## src/rtl/obsbs_pkg.sv

```systemverilog
// ----------------------------------------------------------------------------
// obsbs_pkg
// Shared types and codes for the obstacle back-off sequencer.
// ----------------------------------------------------------------------------
package obsbs_pkg;

    // Action codes
    localparam logic [2:0] ACT_TICK    = 3'd0;
    localparam logic [2:0] ACT_ENCODER = 3'd1;
    localparam logic [2:0] ACT_START   = 3'd2;
    localparam logic [2:0] ACT_WAIT    = 3'd3;
    localparam logic [2:0] ACT_STOP    = 3'd4;
    localparam logic [2:0] ACT_CLEAR   = 3'd5;
    localparam logic [2:0] ACT_SENSOR  = 3'd6;

    // Motor commands
    localparam logic [2:0] CMD_NONE    = 3'd0;
    localparam logic [2:0] CMD_REVERSE = 3'd1;
    localparam logic [2:0] CMD_FORWARD = 3'd2;
    localparam logic [2:0] CMD_STOP    = 3'd3;
    localparam logic [2:0] CMD_RESUME  = 3'd4;

    // Identification modes
    localparam logic [1:0] MODE_IDLE    = 2'd0;
    localparam logic [1:0] MODE_WAITING = 2'd1;
    localparam logic [1:0] MODE_RUNNING = 2'd2;

    // Sensor codes
    localparam logic [2:0] CODE_REAR = 3'd3;

    // Register map (word index) and reset values
    localparam logic [1:0]  REG_HOLD_TICKS = 2'd0;
    localparam logic [1:0]  REG_STEP_LIMIT = 2'd1;
    localparam logic [1:0]  REG_AVOID_DUTY = 2'd2;
    localparam logic [15:0] HOLD_TICKS_RST = 16'd500;
    localparam logic [7:0]  STEP_LIMIT_RST = 8'd50;
    localparam logic [6:0]  AVOID_DUTY_RST = 7'd40;
    localparam logic [6:0]  DUTY_MAX       = 7'd100;
    localparam logic [7:0]  STEP_SAT       = 8'd255;

    typedef struct packed {
        logic [2:0] action;
        logic [2:0] sensor_code;
    } obsbs_in_t;

    typedef struct packed {
        logic [2:0] motor_command;
        logic       duty_valid;
        logic [6:0] duty_percent;
        logic       led_toggle;
        logic [1:0] ident_mode;
        logic       avoiding;
    } obsbs_out_t;

    typedef struct packed {
        logic [15:0] hold_ticks;
        logic [7:0]  step_limit;
        logic [6:0]  avoid_duty;
    } obsbs_cfg_t;

endpackage

```

## src/rtl/obsbs_regs.sv

```systemverilog
// ----------------------------------------------------------------------------
// obsbs_regs
// APB configuration registers: hold_ticks, step_limit, avoid_duty.
// ----------------------------------------------------------------------------
module obsbs_regs (
    input  logic               aclk,
    input  logic               aresetn,
    input  logic               psel,
    input  logic               penable,
    input  logic               pwrite,
    input  logic [3:0]         paddr,
    input  logic [31:0]        pwdata,
    output logic [31:0]        prdata,
    output logic               pready,
    output obsbs_pkg::obsbs_cfg_t cfg
);
    import obsbs_pkg::*;

    obsbs_cfg_t cfg_reg;
    obsbs_cfg_t cfg_next;
    logic       wr_en;
    logic [1:0] reg_idx;

    assign pready  = 1'b1;
    assign wr_en   = psel && penable && pwrite;
    assign reg_idx = paddr[3:2];

    always_comb begin
        cfg_next = cfg_reg;
        if (wr_en) begin
            case (reg_idx)
                REG_HOLD_TICKS: cfg_next.hold_ticks = pwdata[15:0];
                REG_STEP_LIMIT: cfg_next.step_limit = pwdata[7:0];
                REG_AVOID_DUTY: cfg_next.avoid_duty = pwdata[6:0];
                default:        cfg_next = cfg_reg;
            endcase
        end
    end

    always_ff @(posedge aclk) begin
        if (!aresetn) begin
            cfg_reg.hold_ticks <= HOLD_TICKS_RST;
            cfg_reg.step_limit <= STEP_LIMIT_RST;
            cfg_reg.avoid_duty <= AVOID_DUTY_RST;
        end else begin
            cfg_reg <= cfg_next;
        end
    end

    always_comb begin
        case (reg_idx)
            REG_HOLD_TICKS: prdata = {16'd0, cfg_reg.hold_ticks};
            REG_STEP_LIMIT: prdata = {24'd0, cfg_reg.step_limit};
            REG_AVOID_DUTY: prdata = {25'd0, cfg_reg.avoid_duty};
            default:        prdata = 32'd0;
        endcase
    end

    assign cfg = cfg_reg;

endmodule

```

## src/rtl/obsbs_core.sv

```systemverilog
// ----------------------------------------------------------------------------
// obsbs_core
// Sequencer state and the single-pass update for one request.
// ----------------------------------------------------------------------------
module obsbs_core (
    input  logic                   aclk,
    input  logic                   aresetn,
    input  logic                   step_en,
    input  obsbs_pkg::obsbs_in_t   item,
    input  obsbs_pkg::obsbs_cfg_t  cfg,
    output obsbs_pkg::obsbs_out_t  result
);
    import obsbs_pkg::*;

    typedef enum logic [1:0] {
        PH_ANNOUNCE = 2'd0,
        PH_LATCH    = 2'd1,
        PH_ACT      = 2'd2,
        PH_SPARE    = 2'd3
    } phase_t;

    logic [1:0]  mode_reg,     mode_next;
    logic [15:0] hold_reg,     hold_next;
    phase_t      phase_reg,    phase_next;
    logic [2:0]  latched_reg,  latched_next;
    logic [2:0]  code_reg,     code_next;
    logic        avoid_reg,    avoid_next;
    logic [7:0]  steps_reg,    steps_next;

    logic [15:0] hold_dec;
    logic [7:0]  steps_inc;
    logic [2:0]  cmd;
    logic        dvalid;
    logic        led;
    logic [6:0]  duty_sat;

    assign hold_dec  = (hold_reg != 16'd0) ? hold_reg - 16'd1 : 16'd0;
    assign steps_inc = (steps_reg != STEP_SAT) ? steps_reg + 8'd1 : steps_reg;
    assign duty_sat  = (cfg.avoid_duty > DUTY_MAX) ? DUTY_MAX : cfg.avoid_duty;

    always_comb begin
        mode_next    = mode_reg;
        hold_next    = hold_reg;
        phase_next   = phase_reg;
        latched_next = latched_reg;
        code_next    = code_reg;
        avoid_next   = avoid_reg;
        steps_next   = steps_reg;
        cmd          = CMD_NONE;
        dvalid       = 1'b0;
        led          = 1'b0;

        case (item.action)
            ACT_TICK: begin
                if (mode_reg == MODE_RUNNING && !avoid_reg) begin
                    hold_next = hold_dec;
                    if (hold_dec == 16'd0) begin
                        case (phase_reg)
                            PH_ANNOUNCE: begin
                                mode_next  = MODE_WAITING;
                                phase_next = PH_LATCH;
                            end
                            PH_LATCH: begin
                                latched_next = code_reg;
                                phase_next   = PH_ACT;
                            end
                            default: begin
                                // unmatched codes park the sequencer here
                                if (latched_reg <= CODE_REAR) begin
                                    cmd        = (latched_reg == CODE_REAR) ? CMD_FORWARD
                                                                            : CMD_REVERSE;
                                    dvalid     = 1'b1;
                                    avoid_next = 1'b1;
                                    mode_next  = MODE_IDLE;
                                    hold_next  = cfg.hold_ticks;
                                    phase_next = PH_ANNOUNCE;
                                end
                            end
                        endcase
                    end
                end else if (mode_reg == MODE_IDLE && hold_reg != 16'd0 &&
                             hold_reg != cfg.hold_ticks) begin
                    // rearm the hold-off while idle
                    hold_next  = cfg.hold_ticks;
                    phase_next = PH_ANNOUNCE;
                end
            end
            ACT_ENCODER: begin
                if (avoid_reg) begin
                    led = 1'b1;
                    if (steps_inc > cfg.step_limit) begin
                        cmd        = CMD_STOP;
                        avoid_next = 1'b0;
                        steps_next = 8'd0;
                    end else begin
                        steps_next = steps_inc;
                    end
                end else begin
                    steps_next = 8'd0;
                end
            end
            ACT_START: mode_next = MODE_RUNNING;
            ACT_WAIT:  mode_next = MODE_WAITING;
            ACT_STOP: begin
                if (mode_reg != MODE_IDLE) begin
                    cmd       = CMD_RESUME;
                    mode_next = MODE_IDLE;
                end
            end
            ACT_CLEAR: begin
                avoid_next = 1'b0;
                steps_next = 8'd0;
            end
            ACT_SENSOR: code_next = item.sensor_code;
            default: ;
        endcase
    end

    always_comb begin
        result.motor_command = cmd;
        result.duty_valid    = dvalid;
        result.duty_percent  = dvalid ? duty_sat : 7'd0;
        result.led_toggle    = led;
        result.ident_mode    = mode_next;
        result.avoiding      = avoid_next;
    end

    always_ff @(posedge aclk) begin
        if (!aresetn) begin
            mode_reg    <= MODE_IDLE;
            hold_reg    <= HOLD_TICKS_RST;
            phase_reg   <= PH_ANNOUNCE;
            latched_reg <= 3'd0;
            code_reg    <= 3'd0;
            avoid_reg   <= 1'b0;
            steps_reg   <= 8'd0;
        end else if (step_en) begin
            mode_reg    <= mode_next;
            hold_reg    <= hold_next;
            phase_reg   <= phase_next;
            latched_reg <= latched_next;
            code_reg    <= code_next;
            avoid_reg   <= avoid_next;
            steps_reg   <= steps_next;
        end
    end

    // a stop is only ordered on leaving avoidance
    a_stop_ends_avoid: assert property (@(posedge aclk) disable iff (!aresetn)
        (step_en && cmd == CMD_STOP) |=> !avoid_reg)
        else $error("stop ordered but avoidance still active");

    // a drive order enters avoidance and rearms the hold-off
    a_drive_rearms: assert property (@(posedge aclk) disable iff (!aresetn)
        (step_en && dvalid) |=> (avoid_reg && mode_reg == MODE_IDLE &&
                                 phase_reg == PH_ANNOUNCE))
        else $error("drive order did not enter avoidance cleanly");

    // the step count is cleared whenever avoidance is not running
    a_steps_idle: assert property (@(posedge aclk) disable iff (!aresetn)
        (step_en && item.action == ACT_ENCODER && !avoid_reg) |=> steps_reg == 8'd0)
        else $error("step count kept outside avoidance");

endmodule

```

## src/rtl/obstacle_backoff_sequencer_unit.sv

```systemverilog
// ----------------------------------------------------------------------------
// obstacle_backoff_sequencer_unit
// Obstacle back-off sequencer with APB configuration and valid/ready channels.
// ----------------------------------------------------------------------------
// Path: an accepted request is held in the input register, passes through the
//   update, and its result is captured in the result register for m_payload.
// Throughput: one request per cycle while m_ready is high; one-pass update.
// Reset: synchronous on aresetn low; registers return to their defaults and
//   the sequencer to idle with the hold-off loaded at 500 ticks.
module obstacle_backoff_sequencer_unit (
    input  logic                   aclk,
    input  logic                   aresetn,
    input  logic                   s_valid,
    output logic                   s_ready,
    input  obsbs_pkg::obsbs_in_t   s_payload,
    output logic                   m_valid,
    input  logic                   m_ready,
    output obsbs_pkg::obsbs_out_t  m_payload,
    input  logic                   psel,
    input  logic                   penable,
    input  logic                   pwrite,
    input  logic [3:0]             paddr,
    input  logic [31:0]            pwdata,
    output logic [31:0]            prdata,
    output logic                   pready
);
    import obsbs_pkg::*;

    obsbs_cfg_t cfg;
    obsbs_in_t  in_reg;
    logic       in_valid_reg;
    obsbs_out_t out_reg;
    logic       out_valid_reg;
    obsbs_out_t result;
    logic       advance;

    // move the held request on when the result slot is free or being drained
    assign advance = !out_valid_reg || m_ready;
    assign s_ready = !in_valid_reg || advance;

    obsbs_regs u_regs (
        .aclk    (aclk),
        .aresetn (aresetn),
        .psel    (psel),
        .penable (penable),
        .pwrite  (pwrite),
        .paddr   (paddr),
        .pwdata  (pwdata),
        .prdata  (prdata),
        .pready  (pready),
        .cfg     (cfg)
    );

    obsbs_core u_core (
        .aclk    (aclk),
        .aresetn (aresetn),
        .step_en (in_valid_reg && advance),
        .item    (in_reg),
        .cfg     (cfg),
        .result  (result)
    );

    always_ff @(posedge aclk) begin
        if (!aresetn) begin
            in_valid_reg  <= 1'b0;
            out_valid_reg <= 1'b0;
        end else begin
            if (s_ready) begin
                in_valid_reg <= s_valid;
            end
            if (advance) begin
                out_valid_reg <= in_valid_reg;
            end
        end
    end

    always_ff @(posedge aclk) begin
        if (s_ready && s_valid) begin
            in_reg <= s_payload;
        end
        if (advance && in_valid_reg) begin
            out_reg <= result;
        end
    end

    assign m_valid   = out_valid_reg;
    assign m_payload = out_reg;

    a_duty_range: assert property (@(posedge aclk) disable iff (!aresetn)
        m_valid |-> (m_payload.duty_valid ? m_payload.duty_percent <= DUTY_MAX
                                          : m_payload.duty_percent == 7'd0))
        else $error("duty out of range or set without duty_valid");

    a_duty_drive: assert property (@(posedge aclk) disable iff (!aresetn)
        (m_valid && m_payload.duty_valid) |-> (m_payload.avoiding &&
            (m_payload.motor_command == CMD_FORWARD ||
             m_payload.motor_command == CMD_REVERSE)))
        else $error("duty issued without a drive order");

    a_led_avoid: assert property (@(posedge aclk) disable iff (!aresetn)
        (m_valid && m_payload.led_toggle) |->
            (m_payload.avoiding || m_payload.motor_command == CMD_STOP))
        else $error("led toggle outside avoidance");

endmodule

```

## config.mk

```make
export PLATFORM = sky130hd
export DESIGN_NAME = obstacle_backoff_sequencer_unit
export DESIGN_NICKNAME = d
export VERILOG_FILES = /design/src/rtl/obsbs_pkg.sv /design/src/rtl/obsbs_regs.sv /design/src/rtl/obsbs_core.sv /design/src/rtl/obstacle_backoff_sequencer_unit.sv
export SDC_FILE = /design/constraint.sdc
export NUM_CORES = 1
export LEC_CHECK = 0
export BUFFER_PORTS_ARGS = -buffer_cell sky130_fd_sc_hd__buf_2
export CAP_MARGIN = 10
export CORE_MARGIN = 2
export CORE_UTILIZATION = 40
export CTS_CLUSTER_SIZE = 24
export DETAILED_ROUTE_END_ITERATION = 10
export HOLD_SLACK_MARGIN = 0.06
export PLACE_DENSITY = 0.72
export SYNTH_ARGS = -nofsm -noshare
export SYNTH_HDL_FRONTEND = slang
export SYNTH_HIERARCHICAL = 1
export SYNTH_SLANG_ARGS = --single-unit
```

## constraint.sdc

```tcl
create_clock -name aclk -period 4.4 [get_ports aclk]
set_input_delay 0.22 -clock aclk [delete_from_list [all_inputs] [get_ports aclk]]
set_output_delay 0.22 -clock aclk [all_outputs]
set_load 0.1 [all_outputs]
```

Word-level counts from Yosys, hierarchy flattened. Cells that the tools add are included.

$add $sub $neg: 2. Order comparisons: 3. Eq/ne operators: 15. Mux-type cells: 45. Bitwise operators: 1. Reductions and logical operators: 31.

Operator list (count): two-way mux 16 bit (6); case mux 16 bit (3 select lines) (1); two-way mux 8 bit (3); two-way mux 2 bit (10); two-way mux 3 bit (6); logical NOT 16 bit (1); inequality test 16 bit (1); case mux 8 bit (2 select lines) (1); nonzero test 16 bit (1); subtractor 16 x 1 -> 16 bit, second input constant (1); two-way mux 1 bit (12); AND reduction 2 bit (5); AND reduction 5 bit (2); equality test 3 x 2 -> 1 bit, second input constant (3); equality test 3 bit, second input constant (3); case mux 3 bit (3 select lines) (1); adder 8 x 1 -> 8 bit, second input constant (1); > comparator 8 bit (1); inequality test 8 bit, second input constant (1); case mux 2 bit (2 select lines) (2); case mux 2 bit (4 select lines) (1); > comparator 7 bit, second input constant (1); logical AND 1 bit (7); two-way mux 7 bit (1); 15 further kinds (25).

Bits in registers: 89. Output and inout port bits: 50. Logic and storage cells: 118.

Logic depth before layout (Yosys ltp). Gate-level depths: netlist of the first run.

Depth in word-level cells: 8. Depth in mapped cells: 13.

Cells and area by module. The synthesis of the first run kept the hierarchy.

By module, submodules not included: obsbs_core (times used 1, cells each 408, area an instance 3054.2 µm², seq. area each 700.7 µm²); obsbs_regs (times used 1, cells each 192, area an instance 1605.3 µm², seq. area each 620.6 µm²); obstacle_backoff_sequencer_unit (times used 1, cells each 30, area an instance 734.5 µm², seq. area each 670.6 µm²).

Least setup slack after synthesis of the first run. Ideal clock, no wire load.

Path type: reg2reg. From: register out_valid_reg, in the netlist m_valid. To: register u_core.hold_reg[15]. Library setup time: 0.074 ns. Arrival time: 3.261 ns. Path slack: 1.065 ns. Cell stages (with the launch flop): 11. Path buffers: 2. Period minus slack after synthesis: 3.335 ns. Path through: dfxtp_1 > nor2b_4 > nor2b_1 > nor3b_1 > and2_1 > nand3_1 > o21ai_0 > buf_2 > clkbuf_1 > nand4_1 > a31oi_1.

Longest elaborated chain between the ends: 4.

RTL lines: from (decl) (RTL line obstacle_backoff_sequencer_unit.sv:33) `logic out_valid_reg;`; from (signal assigned) (RTL line obstacle_backoff_sequencer_unit.sv:72) `out_valid_reg <= in_valid_reg;`; logical NOT 1 bit (RTL line obstacle_backoff_sequencer_unit.sv:38) `assign advance = !out_valid_reg || m_ready;`; logical OR 1 bit (RTL line obstacle_backoff_sequencer_unit.sv:38); logical AND 1 bit (RTL line obstacle_backoff_sequencer_unit.sv:57) `.step_en (in_valid_reg && advance),`; AND reduction 3 bit (no source line); to (signal assigned) (RTL line obsbs_core.sv:139) `hold_reg <= hold_next;`; to (decl) (RTL line obsbs_core.sv:23) `logic [15:0] hold_reg, hold_next;`.

Every way passes these cells. A chain may end at the register's enable or synchronous reset.

Worst setup path after layout of the first run.
From: register u_core.hold_reg[0]. To: register out_reg (netlist bit m_payload[7]), data pin.

Longest elaborated chain between the ends: 8.

RTL lines: subtractor 16 x 1 -> 16 bit / nonzero test 16 bit (equally long branches) (RTL line obsbs_core.sv:37) `assign hold_dec = (hold_reg != 16'd0) ? hold_reg - 16'd1 : 16'd0;`; two-way mux 16 bit (*) (RTL line obsbs_core.sv:37); logical NOT 16 bit (*) (RTL line obsbs_core.sv:57) `if (hold_dec == 16'd0) begin`; two-way mux 1 bit (*) (RTL line obsbs_core.sv:57); two-way mux 1 bit (*) (RTL line obsbs_core.sv:55) `if (mode_reg == MODE_RUNNING && !avoid_reg) begin`; two-way mux 1 bit (*) (RTL line obsbs_core.sv:53) `case (item.action)`; NOT 1 bit (no source line) (*); OR reduction 2 bit (no source line) (*); to (signal assigned) (RTL line obstacle_backoff_sequencer_unit.sv:82) `out_reg <= result;`; to (decl) (RTL line obstacle_backoff_sequencer_unit.sv:32) `obsbs_out_t out_reg;`.

Mark *: on every way between the ends. The rest lies on a longest branch, timed or not.

==> reports/qor.txt, run 1 <==
RSZ-0062 raised after global routing: false
post-route minimum period: 3420 ps
clock tree root driver cell: clkbuf_16
f_max: 293 MHz
power per cell area: 323 nW/µm²
FF+latch area: 1990 µm²
starting density of the core: 40.9%
Critical Path Start: u_core/hold_reg[0]
ANT cells: 0
Die Width: 120 µm
Routed WL: 13300 µm
fillcell total: 1280
Critical Path Slowest Stage Cell: nor4b_2
synthesis-stage register bit count: 89
actual slew at the worst max-slew pin: 879 ps
Multi-input gate area: 2990 µm²
Layout Skew: 9.63 ps
post-synthesis sequential area ratio: 36.9%
post-CTS resize count: 0
synthesis-to-finish area growth: 12.1%
DRT antenna net count: 0
CTS tree: done
count leader, synth: nand2_1
Final Max Tran Viols: 0
final cycle utilization of the critical path: 77.6%
DRC Markers: 0
vias in the first global route: 4156
status: complete, no violations
GP Congestion: 0.935
Reg-to-Reg End: m_payload[7]
top post-synthesis cells by area: dfxtp_1 25%, edfxtp_1 12%, mux2i_1 6.7%, nand2_1 4.8%, xnor2_1 3.1%
Final nets: 730
first-pass GRT wire length: 21500 µm
First-pass DRT Iterations: 5
cts hold-fix bufs: 6
post-detail-place hpwl: 9540 µm
Seq pwr share: 44.7%
area post-placement: 5680 µm²
final core occ: 45.8%
Clock power frac: 40.3%
crit path DAT: 3610 ps
CP Launch Type: flip-flop
Leakage: 2.46 nW
Post-CTS Setup Inserts: 0
worst hold endpoint: u_regs/cfg[26]
FF-to-FF setup slack: 980 ps
Max transition margin: 41.2%
CP Max Fanout: 7
WP data required: 4600 ps
layout cells sized above 1: 15.2%
DRT iter0 DRCs: 383
Clock Path Buffers: 2
Hold WC Path Type: input pin to flip-flop
Gate Count Post-Synth: 630
syn avg cell area: 8.56 µm²
r2r startpoint: u_core/hold_reg[0]
vias per cell: 5.58
all-layer global routing usage: 18.5%
Cell variety after synth: 72
final hold vios: 0
largest net degree at the start of global routing: 71
asr flop ratio synth: 0%
Synth top area share: 25.2%
number of synthesized flops with an enable pin: 21
YS warnings: 6
io pins: 99
Post-synth top cells: 69 x nand2_1, 68 x dfxtp_1, 43 x nor2_1
Reg clk slew, reported paths: 70 ps
grt ovf: 0
worst r2r path cells: 9
hold path startpoint: pwdata[11]
IO Port Bufs: 63
number of max-cap violations: 0
via count: 4755
combinational fraction of design power: 15.0%
crit end category: flip-flop
area of the core: 13200 µm²
mapped cell area: 5390 µm²
NetSw: 0.593 mW
VDD IR-drop max: 293 µV
wire per inst: 15.6 µm
CTS sink cnt: 89
design area: 6050 µm²
Fin Setup TNS: 0 ps
CP peak stage delay: 570 ps
Power Internal: 1.36 mW
Die ar.: 14400 µm²
critical path, cell by cell: inv_1 -> ha_1 -> nor4b_2 -> a31oi_1 -> a2111o_1 -> nor4_1 -> o2111ai_1 -> a21oi_1 -> and2_1
Site Rows: 42
initial antenna violation count: 0
largest area contributor in the netlist: dfxtp_1
number of flip-flops in the largest register: 31
hold path cells: 3
Synth Flop Type: dfxtp_1
CP Class: flip-flop to flip-flop
Clk Latency, worst-skew pair: 340 ps
die height: 120 µm
Num CTS Buffers: 9
endpoints failing setup: 0
sw frac: 30.4%
CTS H-tree depth: 3
[cell usage in the layout (no fill, tap or decap), types with 6 or more instances in the layout]
master	count
conb_1	17
nand2_1	69
a21oi_1	29
o21a_1	8
dlygate4sd3_1	6
nand4_1	10
clkbuf_16	9
dfxtp_1	68
inv_1	30
o211ai_1	11
and2_1	15
nor2b_1	9
nor4_1	10
edfxtp_1	21
buf_4	7
ha_1	10
xnor2_1	19
nand2b_1	9
mux2i_1	36
a22oi_1	9
a31oi_1	9
nor3_1	15
buf_2	63
nand3_1	28
o21ai_0	24
nor2_1	43
[per-stage QoR]
step | worst slack, ps | total power [mW] | cells | hold WS [ps]
after global routing | 759 | 2.01 | 852 | 128
after global placement | 1060 | 1.18 | 830 | 399
after CTS | 1050 | 1.97 | 852 | 121
after floorplan | 1060 | 1.14 | 645 | 319
after detailed placement | 1060 | 1.18 | 830 | 401
final | 985 | 1.95 | 852 | 126
[routing by layer]
metal  track usage, %  wire [µm]  vias up
met4             6.54        269        0
met3             2.47        868       26
met1             27.5       6310     2232
li1                 -          -     2309
met2             27.4       5880      188
met5                0          0        -
[final cells by class]
class	instances	share of cell area, %
inverters	30	1.86
multi-input cells	465	49.5
flip-flops and latches	89	32.9
clock buffers	10	3.79
well taps	176	3.64
repair buffers	76	7.08
clock inverters	6	1.20
[logic make-up (layout without fill, tap and decap cells)]
family                     after synthesis  in the layout  synth area share (%)
other                                    2             17                 0.139
adders and majority gates               10             10                  2.32
AOI/OAI and AO/OA                      129            129                  16.1
buffers and inverters                   91            122                  8.72
xor gates and xnor gates                23             23                  3.73
DFF                                     89             89                  36.9
and+or+nand+nor                        247            247                  24.8
muxes                                   39             39                  7.31
[power groups by stage]
stage | registers (mW) | clock network [mW] | logic (mW)
floorplan | 0.936 | 0 | 0.203
detailed placement | 0.890 | 0 | 0.287
CTS | 0.872 | 0.805 | 0.291
global route | 0.874 | 0.833 | 0.308
finish | 0.872 | 0.787 | 0.293
global placement | 0.890 | 0 | 0.286
[how the worst max path moves through the flow]
stage	to	cells after the start
floorplan	u_core/hold_reg[15]	10
global placement	u_core/hold_reg[2]	11
detailed placement	u_core/hold_reg[2]	11
CTS	u_core/hold_reg[2]	11
global route	m_payload[7]	9
finish	m_payload[7]	9
[worst max-delay path: cells and delay by family, from the launching register on]
kind,cells,cell delay [ps]
compound gates,4,1280
fa+ha+maj,1,290
buf+inv,1,110
flops,1,350
simple gates,3,1250
Power figures use the tool's default switching activity.
==> run 2: changes to the inputs <==
PLACE_DENSITY = 0.74   (was 0.72)
clock period = 2.85 ns   (was 4.4 ns; I/O delays follow)
==> run 2 against run 1 <==
Net effect: the run now ends with negative setup slack left; die area unchanged; via count grew 5.7%; final cell count up 7.5%; non-clock buffer count increased by 64; worst hold slack got worse by 54 ps.
==> reports/qor.txt, run 2 (same netlist as run 1, synthesis figures left out) <==
status: complete, but fails checks
failing checks: negative setup slack
FF-to-FF setup slack: -40 ps (-1030 ps)
Reg clk slew, reported paths: 60 ps (about the same)
critical path, cell by cell: inv_2 -> ha_4 -> nand4bb_1 -> or4_4 -> or4_4 -> o21a_1 -> nor3_4 -> mux2_4 -> a221o_1
actual slew at the worst max-slew pin: 829 ps (-49.4 ps)
f_max: 346 MHz (+18%)
Die Width: 120 µm (unchanged)
Fin Hold WS: 71.7 ps (-54.0 ps)
most common cell after layout, fill and taps aside: nand2_1
CP dominant cell by count: or4_4
IO Port Bufs: 63 (unchanged)
endpoints failing setup: 3 (+3)
CP peak stage delay: 500 ps (-70 ps)
Final Max Tran Viols: 0 (unchanged)
CP Class: flip-flop to flip-flop
post-route minimum period: 2890 ps (-524 ps)
CTS sink cnt: 89 (unchanged)
Hold WC Path Type: input pin to flip-flop
final cycle utilization of the critical path: 101% (+24 points)
first-pass GRT wire length: 23300 µm (+8.8%)
Clk Latency, worst-skew pair: 350 ps (about the same)
io pins: 99 (unchanged)
area post-placement: 6070 µm² (+6.9%)
Num CTS Buffers: 9 (unchanged)
power per cell area: 457 nW/µm² (+42%)
vias per cell: 5.49 (-1.6%)
WP data required: 3090 ps (-1510 ps)
vias in the first global route: 4680 (+13%)
wire per inst: 15.9 µm (+1.7%)
all-layer global routing usage: 20.3% (+1.7 points)
DRT antenna net count: 0 (unchanged)
Leakage: 2.79 nW (+14%)
post-detail-place hpwl: 10400 µm (+9.2%)
Clock Path Buffers: 2 (unchanged)
Routed WL: 14600 µm (+9.3%)
Site Rows: 42 (unchanged)
CTS H-tree depth: 3 (unchanged)
RSZ-0062 raised after global routing: true
die height: 120 µm (unchanged)
Critical Path Slowest Stage Cell: or4_4
crit path DAT: 3130 ps (-480 ps)
number of max-cap violations: 0 (unchanged)
final hold vios: 0 (unchanged)
GP Congestion: 0.926 (-1.1%)
crit end category: flip-flop
fillcell total: 1202 (-6.1%)
clock tree root driver cell: clkbuf_16
CP Launch Type: flip-flop
Max transition margin: 44.5% (+3.3 points)
design area: 6800 µm² (+12%)
largest net degree at the start of global routing: 49 (-31%)
grt ovf: 0 (unchanged)
number of flip-flops in the largest register: 31 (unchanged)
Final nets: 794 (+8.8%)
most frequent cells in the layout: 69 x nand2_1, 63 x dfxtp_1, 63 x buf_2
First-pass DRT Iterations: 5 (unchanged)
area of the core: 13200 µm² (unchanged)
Die ar.: 14400 µm² (unchanged)
pre-CTS WS: -30.8 ps (-1090 ps)
post-route setup slack: -41.4 ps (-1030 ps)
DRT iter0 DRCs: 369 (-3.7%)
starting density of the core: 40.9% (unchanged)
final core occ: 51.5% (+5.7 points)
DRC Markers: 0 (unchanged)
via count: 5028 (+5.7%)
Fin Setup TNS: -68.0 ps (-68.0 ps)
synthesis-to-finish area growth: 26.0%
CTS tree: done
CP Max Fanout: 3 (-4)
initial antenna violation count: 0 (unchanged)
layout cells sized above 1: 25.9% (+11 points)
Layout Skew: 10.8 ps (+1.12 ps)
ANT cells: 0 (unchanged)
VDD IR-drop max: 371 µV (+27%)
==> run 2: changes by cell type in the layout (fill, tap and decap cells not counted), sizes merged <==
cell | before | now
inv | 34 | 30
clkbuf | 10 | 11
dlygate4sd3 | 6 | 16
buf | 70 | 124
bufinv | 1 | 2
clkinv | 0 | 2
==> run 2: final cells by class <==
cell class	instances	area [µm²]	share of cell area (%)
sequential	89	2000	29.4
timing repair buffer	140	937	13.8
inverter	30	113	1.66
tap	176	220	3.24
multi-input combinational	465	3220	47.3
clock buffer	11	233	3.42
clock inverter	5	80.1	1.18
==> run 2: timing repair <==
item	CTS	global route
pin swaps	4	15
hold buffers	16	0
endpoints found under the hold margin	16	0
buffers inserted	0	9
endpoints found under the setup margin	12	34
gates resized for setup	11	29
==> run 2: routing by layer <==
layer	routed length [µm]	part of all wire, %	vias to the layer above	global-route usage (%)
li1	-	-	2440	-
met1	6590	45	2387	27.5
met2	6840	47	179	32.7
met3	924	6.3	22	3.75
met4	213	1.5	0	6.10
met5	0	0	-	0
==> run 2: per-stage QoR <==
stage | power [mW] | cells
detailed placement | 1.83 | 875
finish | 3.11 | 916
global route | 3.20 | 916
global placement | 1.83 | 875
CTS | 3.12 | 907
floorplan | 1.76 | 645
==> run 2: power breakdown <==
group          switching (mW)  internal (mW)  total (mW)
logic                   0.376          0.113       0.489
registers              0.0265           1.32        1.35
clock network           0.504          0.768        1.27
==> run 2: worst max-delay path, delay by kind of cell, from the launching register on <==
kind / cells / cell delay, ps
simple gates: 4 / 1290
buf+inv: 1 / 50
flops: 1 / 330
fa+ha+maj: 1 / 260
compound gates: 2 / 520
mux: 1 / 320
==> run 2: final timing paths <==
path / start / end / cells after the start
worst min register to register: u_regs/cfg[10] / u_regs/cfg[10] / 2
worst max register to register: u_core/hold_reg[0] / u_core/hold_reg[2] / 9
worst max-delay path: u_core/hold_reg[0] / u_core/hold_reg[2] / 9
worst min-delay path: pwdata[2] / u_regs/cfg[17] / 3
==> run 3: changes to the inputs <==
CORE_ASPECT_RATIO = 0.8   (was not set)
==> run 3 against run 2 <==
Net effect: the flow still finishes with violations (negative setup slack); clock power about the same; die area about the same; core utilization increased by 0.91 points; fmax increased by 1.3%; wire length increased by 7.2%; critical path type unchanged; critical endpoint is now m_payload[0]; largest cell class unchanged; highest routed layer unchanged.
==> reports/qor.txt, run 3 (same netlist as run 1, synthesis figures left out) <==
CP Class: flip-flop to flip-flop
Clk Latency, worst-skew pair: 340 ps (about the same)
DRT iter0 DRCs: 700 (+90%)
Leakage: 2.83 nW (+1.4%)
Critical Path Start: u_core/steps_reg[1]
IO Port Bufs: 63 (unchanged)
wire per inst: 17.0 µm (+7.0%)
fillcell total: 1175 (-2.2%)
RSZ-0062 raised after global routing: true
vias per cell: 5.68 (+3.5%)
most common cell after layout, fill and taps aside: nand2_1
endpoints failing setup: 1 (-2)
CTS sink cnt: 89 (unchanged)
Num CTS Buffers: 9 (unchanged)
grt ovf: 0 (unchanged)
critical path, cell by cell: ha_4 -> and3_4 -> buf_6 -> nand3_4 -> nor3_4 -> a21oi_2 -> ha_1 -> a21o_1 -> a21oi_2 -> buf_4 -> a21oi_4 -> buf_6 -> a21oi_4 -> o32a_1
Hold WC Path Type: input pin to flip-flop
DRT antenna net count: 0 (unchanged)
hold path startpoint: pwdata[15]
post-detail-place hpwl: 10800 µm (+3.6%)
worst hold endpoint: u_regs/cfg[30]
final core occ: 52.4% (+0.91 points)
area of the core: 13000 µm² (-1.4%)
first-pass GRT wire length: 24000 µm (+2.9%)
synthesis-to-finish area growth: 26.5%
WP data required: 2930 ps (-160 ps)
Reg-to-Reg End: m_payload[0]
final hold vios: 0 (unchanged)
most frequent cells in the layout: 69 x nand2_1, 63 x buf_2, 62 x dfxtp_1
vias in the first global route: 4666 (-0.30%)
layout cells sized above 1: 26.3% (+0.33 points)
FF-to-FF setup slack: -4 ps (+40 ps)
Final nets: 796 (+0.25%)
Routed WL: 15600 µm (+7.2%)
number of max-cap violations: 0 (unchanged)
Clock Path Buffers: 2 (unchanged)
crit end category: flip-flop
Reg clk slew, reported paths: 70 ps (about the same)
post-route setup slack: -3.75 ps (+37.7 ps)
Die ar.: 14400 µm² (about the same)
failing checks: negative setup slack
area post-placement: 6080 µm² (+0.10%)
io pins: 99 (unchanged)
status: complete, but fails checks
actual slew at the worst max-slew pin: 917 ps (+87.8 ps)
initial antenna violation count: 0 (unchanged)
worst r2r path cells: 14 (+5)
placed cell count: 875 (unchanged)
number of flip-flops in the largest register: 31 (unchanged)
pre-CTS WS: -70.3 ps (-39.6 ps)
First-pass DRT Iterations: 5 (unchanged)
hold path cells: 3 (unchanged)
design area: 6820 µm² (+0.37%)
Critical Path Slowest Stage Cell: o32a_1
r2r startpoint: u_core/steps_reg[1]
die height: 108 µm (-10%)
overall power: 3.14 mW (+1.1%)
all-layer global routing usage: 21.2% (+0.97 points)
largest net degree at the start of global routing: 70 (+43%)
Final Max Tran Viols: 0 (unchanged)
post-route minimum period: 2850 ps (-37.7 ps)
DRC Markers: 0 (unchanged)
VDD IR-drop max: 323 µV (-13%)
CP Launch Type: flip-flop
CTS tree: done
Final Non-Filler Cells: 918 (+0.22%)
starting density of the core: 41.5% (+0.57 points)
via count: 5213 (+3.7%)
Die Width: 134 µm (+11%)
final cycle utilization of the critical path: 100% (-1.3 points)
CP peak stage delay: 360 ps (-140 ps)
CTS H-tree depth: 3 (unchanged)
f_max: 350 MHz (+1.3%)
Site Rows: 37 (-12%)
Max transition margin: 38.7% (-5.9 points)
CP Max Fanout: 4 (+1)
power per cell area: 460 nW/µm² (+0.76%)
Layout Skew: 10.7 ps (-0.0442 ps)
GP Congestion: 0.959 (+3.6%)
crit path DAT: 2940 ps (-190 ps)
clock tree root driver cell: clkbuf_16
## run 3: area by class of cell
| cell class | count | area, µm² | area share, % |
|---|---|---|---|
| repair buffers | 142 | 958 | 14.0 |
| clock inverters | 7 | 100 | 1.47 |
| diodes | 1 | 2.50 | 0.0367 |
| well taps | 175 | 219 | 3.21 |
| flip-flops and latches | 89 | 2000 | 29.3 |
| clock buffers | 9 | 225 | 3.30 |
| inverters | 30 | 113 | 1.65 |
| multi-input cells | 465 | 3210 | 47.0 |
## run 3: layer usage
layer / track usage (%) / part of all wire, % / up-vias
met5: 0 / 0 / -
met4: 7.37 / 2.1 / 0
met3: 4.38 / 8.6 / 37
met2: 31.5 / 44 / 287
met1: 30.5 / 45 / 2442
li1: - / - / 2447
## run 3: through the flow
stage / TNS [ps] / hold slack, ps
after floorplan: 0 / 241
after global placement: -19.6 / 322
after detailed placement: -526 / 321
after CTS: -20.2 / 60.9
after global routing: -579 / 93.0
final: -3.75 / 76.8
## run 3: how the worst max path moves through the flow
stage                                to  depth (start not counted)
floorplan            u_core/hold_reg[2]                          9
detailed placement   u_core/hold_reg[2]                          9
CTS                  u_core/hold_reg[2]                          9
global placement     u_core/hold_reg[2]                          9
global route        u_core/steps_reg[0]                         15
finish                     m_payload[0]                         14
## run 3: critical path: cells and delay by family, from the launching register on
family | cells | cell delay [ps]
AOI/OAI and AO/OA | 6 | 900
buffers and inverters | 3 | 400
DFF | 1 | 350
and+or+nand+nor | 3 | 500
adders and majority gates | 2 | 440
## run 3: power breakdown
group | switching [mW] | total (mW) | internal (mW) | leakage (nW)
logic | 0.384 | 0.495 | 0.111 | 1.93
registers | 0.0234 | 1.34 | 1.32 | 0.743
clock network | 0.525 | 1.30 | 0.778 | 0.161
## run 3: what timing repair did
item                                   CTS  global route
endpoints found under the hold margin   14             0
gates resized for setup                 10            29
pin swaps                                5            17
buffers inserted                         1            12
hold buffers                            14             0
setup endpoints to repair               14            31
